<file path="config.mk">
export PLATFORM = sky130hd
export DESIGN_NAME = sha_ram
export DESIGN_NICKNAME = d
export VERILOG_FILES = /design/src/design/sha256_byte_stream_hash_assert.svh /design/src/design/sha_ram.sv
export SDC_FILE = /design/constraint.sdc
export NUM_CORES = 1
export LEC_CHECK = 0
export BUFFER_PORTS_ARGS = -buffer_cell sky130_fd_sc_hd__buf_2
export CAP_MARGIN = 10
export CORE_MARGIN = 5
export CORE_UTILIZATION = 45
export DETAILED_ROUTE_END_ITERATION = 8
export SLEW_MARGIN = 25
export SYNTH_ARGS = -nofsm -noshare
export SYNTH_HDL_FRONTEND = slang
export SYNTH_SLANG_ARGS = --single-unit
</file>
<file path="constraint.sdc">
create_clock -name clk -period 6.25 [get_ports clk]
set_clock_uncertainty 0.2 [all_clocks]
set_input_delay 1.875 -clock clk [delete_from_list [all_inputs] [get_ports clk]]
set_output_delay 1.875 -clock clk [all_outputs]
set_load 0.1 [all_outputs]
</file>
<file path="src/design/sha256_byte_stream_hash_assert.svh">
// Assertion macros shared by the SHA-256 stream hash RTL.
`ifndef SHA256_BYTE_STREAM_HASH_ASSERT_SVH
`define SHA256_BYTE_STREAM_HASH_ASSERT_SVH

// Implication checked on every clock edge outside reset.
`define SHA_ASSERT_IMP(label, clk, rst_n, ante, cons, msg) \
    label: assert property (@(posedge clk) disable iff (!rst_n) (ante) |-> (cons)) \
        else $error(msg);

// Next-cycle implication checked outside reset.
`define SHA_ASSERT_NEXT(label, clk, rst_n, ante, cons, msg) \
    label: assert property (@(posedge clk) disable iff (!rst_n) (ante) |=> (cons)) \
        else $error(msg);

`endif

</file>
<file path="src/design/sha_ram.sv">
// Generic single-port RAM with registered read.
`default_nettype none
module sha_ram #(
    parameter int WIDTH = 8,
    parameter int DEPTH = 64
) (
    input  wire logic                     clk,
    input  wire logic                     we,
    input  wire logic [$clog2(DEPTH)-1:0] addr,
    input  wire logic [WIDTH-1:0]         wdata,
    output logic [WIDTH-1:0]              rdata
);
    logic [WIDTH-1:0] mem [DEPTH];

    always_ff @(posedge clk)
    begin
        if (we)
        begin
            mem[addr] <= wdata;
        end
        rdata <= mem[addr];
    end
endmodule
`default_nettype wire
</file>
* After elaboration in Yosys (flattened, before gate mapping)
Memory sizes are Yosys's and may differ from the RTL's. A register that Yosys moved wholly into a read port is not among the register bits.
Cells that the tools add are included.
** Cells by class
- Mux-type cells :: 2
** Operator list (number)
- 1-bit 2-to-1 mux :: 2
** Word-level totals
- Flip-flop bits (word level) :: 0
- RAM bits :: 512
- Bits of input ports :: 16
- Output and inout port bits :: 8
- Memories :: 1
** Memories
- mem :: words 64, width 8, read ports 1, clocked after Yosys merged registers in 1, wr ports 1, RTL line sha_ram.sv:13 : logic [WIDTH-1:0] mem [DEPTH];

* Logic depth before layout (Yosys ltp)
- Depth in word-level cells :: 2
- Mapped depth :: 10
- Mapped depth without buffers :: 5

* Least setup slack after synthesis
Ideal clock, no wire load.
- Kind :: input -> register
- From :: input port addr[1]
- To :: memory mem[13][0], enable pin
- Arrival :: 3.603 ns
- Required time :: 5.680 ns
- Path slack :: 2.076 ns
- Cell stages on the path :: 7
- Cells stage by stage :: buf_6 -> buf_6 -> nor2b_1 -> clkbuf_1 -> clkbuf_1 -> nand3_1 -> nor2_1
** RTL lines
- from (decl) :: RTL line sha_ram.sv:9 : input wire logic [$clog2(DEPTH)-1:0] addr,
- to (decl) :: RTL line sha_ram.sv:13
Straight into the memory's write port.

==> metrics.md <==
| Metric | Value |
|---|---|
| CP Cell Sequence | `buf_4, buf_4, mux2_1, a221o_1, a22oi_1, nor2_1, or4_1` |
| # diodes | `0` |
| Final worst setup slack | `around 1.8 ns` |
| First-pass GRT wire length | `just under 80,000 µm` |
| Initial antenna violation count | `1` |
| Register area share after synthesis | `between 70% and 80%` |
| Setup TNS | `0 ns` |
| GPL Wtd Cong | `between 0.8 and 0.9` |
| TritonCTS Buffers | `52` |
| Mapped Nets | `roughly 1,200` |
| DIE HEIGHT | `around 220 µm` |
| Worst VDD drop | `roughly 190 µV` |
| Vias per Instance | `6.06` |
| Async SR Flop Fraction | `0%` |
| Routed via count | `between 10,000 and 15,000` |
| Synth Instances | `~1,200` |
| Final instance area | `~23,000 µm²` |
| CP peak stage delay | `about 0.56 ns` |
| #FFs+latches synth | `520` |
| Max Cap Viol | `0` |
| Post-synth EDFFs | `512` |
| Die footprint | `roughly 50,000 µm²` |
| # hold bufs at CTS | `0` |
| Total gr overflow | `0` |
| Routed len/inst | `roughly 28 µm` |
| Initial Utilization | `between 40% and 50%` |
| Syn. warnings | `0` |
| Met2 wire length | `23,800 µm` |
| Hpwl dp | `between 30,000 and 40,000 µm` |
| CTS tree | `done` |
| Bufs on Longest Clock Path | `3` |
| H-tree depth | `2` |
| Slew Limit Headroom | `approximately 29%` |
| Fin crit share | `approximately 70%` |
| Synth top area share | `75.2%` |
| Metal-1 WL | `~22,000 µm` |
| Latest clock arrival within the worst-skew pair | `0.59 ns` |
| Core footprint | `45,200 µm²` |
| RSZ-0062 raised after global routing | `no` |
| Critical path class | `input port to flip-flop` |
| Buffers added on ports | `23` |
| Final Slew Violations | `0` |
| Synth unique cells | `56` |
| CP Capture Type | `flip-flop` |
| Met3 Wirelength | `approximately 4800 µm` |
| Area leader, netlist | `edfxtp_1` |
| DRC Markers | `0` |
| CTS clk-pin slew, worst paths | `approximately 0.06 ns` |
| Leakage | `7.40 nW` |
| Ys flop type | `edfxtp_1` |
| Largest net degree at the start of global routing | `65` |
| Outcome | `finished, final reports clean` |
| # IOs | `24` |
| Worst Path Required | `~6.5 ns` |
| Setup-failing EPs final | `0` |
| HP Class | `flip-flop to flip-flop` |
| Die width | `about 220 µm` |
| Power Density | `311 nW/µm²` |
| Max frequency | `227 MHz` |
| Site row count | `between 70 and 80` |
| Tmin final | `4.41 ns` |
| Post CTS Setup Buffer Count | `0` |
| Clk sinks | `between 500 and 600` |
| Crit start category | `input port` |
| Root Buffer | `clkbuf_16` |
| Dpl cells | `between 1,500 and 2,000` |
| Final hold vios | `0` |
| Layout area overhead | `12.4%` |
| Starting DRT DRC Count | `1,387` |
| Vias in the first global route | `11,281` |
| Total GRT Usage | `around a fifth` |
| WL final | `52,500 µm` |
| Top Layer Used | `met5` |
| Remaining antenna violation count after routing | `0` |
| Most Frequent Cell on Critical Path | `buf_4` |
| Largest cells by area after synthesis | `edfxtp_1, mux4_2, mux2i_1, nor2_1, a22oi_1` |
| Mapped cell area | `20,400 µm²` |
| Mean Syn Cell Area | `around 17 µm²` |
| Slowest stage cell, crit path | `buf_4` |
| Non-Filler Instances | `around 1,900` |
| DP Worst Slack | `around 1.2 ns` |
| Share of cells above drive strength 1 | `~17%` |
| Nets | `between 1,000 and 1,500` |
| Critical Path AT | `roughly 4.7 ns` |
| Actual slew at the worst max-slew pin | `around 1.1 ns` |
| CTS resizes | `0` |
| DRT Pass-1 Iters | `5` |
| Post-layout util | `~51%` |
| Largest fanout on the critical path | `52` |
| Post-place instance area | `21,500 µm²` |
[worst max-delay path: cells and delay by family]
family	cells	cell delay [ns]
AO/OA/AOI/OAI	2	0.56
AND/OR/NAND/NOR	2	0.67
multiplexers	1	0.37
buffers and inverters	2	1.11
[power by group]
| part | internal (mW) | switching [mW] | total, mW |
|---|---|---|---|
| Clock | 1.59 | 1.24 | 2.83 |
| Combinational | 0.124 | 0.325 | 0.449 |
| Sequential | 3.86 | 0.0135 | 3.88 |
| Total | 5.57 | 1.58 | 7.15 |
[cell usage after synthesis, types with 7 or more instances]
cell         n
and3_1       9
o221ai_1     9
a22o_1      10
mux2_1       7
o22a_1      11
o2bb2ai_1    7
mux2i_1     63
o21ai_0      9
nand2_1     45
dfxtp_1      8
buf_2       30
a221oi_1    21
a32oi_1      7
o22ai_1     22
nand2b_1    24
a221o_1     11
a31oi_1     15
nand3b_1    12
edfxtp_1   512
clkbuf_1    36
a22oi_1     40
and2_1       9
nand3_1      8
mux4_2      41
nor2_1      82
a21oi_1     28
nor2b_1      8
[sequential cells by signal, summed over array words and instances (netlist names)]
name   count
rdata      8
mem      512
[final timing paths]
path	from	end	slack [ns]	depth (start not counted)
worst min-delay path	mem[34][7]$_DFFE_PP_	rdata[7]$_DFF_P_	0.52	3
worst min register to register	mem[34][7]$_DFFE_PP_	rdata[7]$_DFF_P_	0.52	3
worst max register to register	mem[2][7]$_DFFE_PP_	rdata[7]$_DFF_P_	3.92	5
worst max-delay path	addr[1]	rdata[3]$_DFF_P_	1.84	7
[final cells by class]
cell class,instances,area [µm²]
Clock buffer,72,1400
Fill cell,3664,22200
Sequential cell,520,15500
Multi-Input combinational cell,567,4510
Tap cell,600,751
Timing Repair Buffer,96,674
Inverter,3,11.3
Clock inverter,18,106
[layer usage]
layer  vias up  track usage, %
met5         -               0
met2       538            31.6
met3       118            4.78
met1      5836            30.5
met4         2            7.96
li1       4881               -
[cells in the final DEF (no fill, tap or decap), types with 11 or more instances in the layout]
| master | n |
|---|---|
| clkinv_1 | 11 |
| nand2_1 | 45 |
| a221o_1 | 11 |
| a31oi_1 | 15 |
| o22ai_1 | 22 |
| mux2i_1 | 63 |
| clkbuf_16 | 53 |
| edfxtp_1 | 512 |
| nand3b_1 | 12 |
| a21oi_1 | 28 |
| clkbuf_1 | 19 |
| o22a_1 | 11 |
| mux4_2 | 41 |
| nand2b_1 | 24 |
| buf_2 | 20 |
| a221oi_1 | 21 |
| nor2_1 | 81 |
| buf_4 | 75 |
| a22oi_1 | 40 |
[cell families after synthesis]
group	synth area share, %
compound gates	8.08
flops	76.0
simple gates	5.71
buf+inv	1.98
mux	8.26
[metrics by stage]
step	total power, mW	hold slack, ns
detailed placement	4.40	0.512
floorplan	4.21	0.363
global placement	4.39	0.509
finish	7.15	0.517
CTS	7.20	0.522
global route	7.38	0.569
Note: power is estimated with default switching activity, not from simulation.
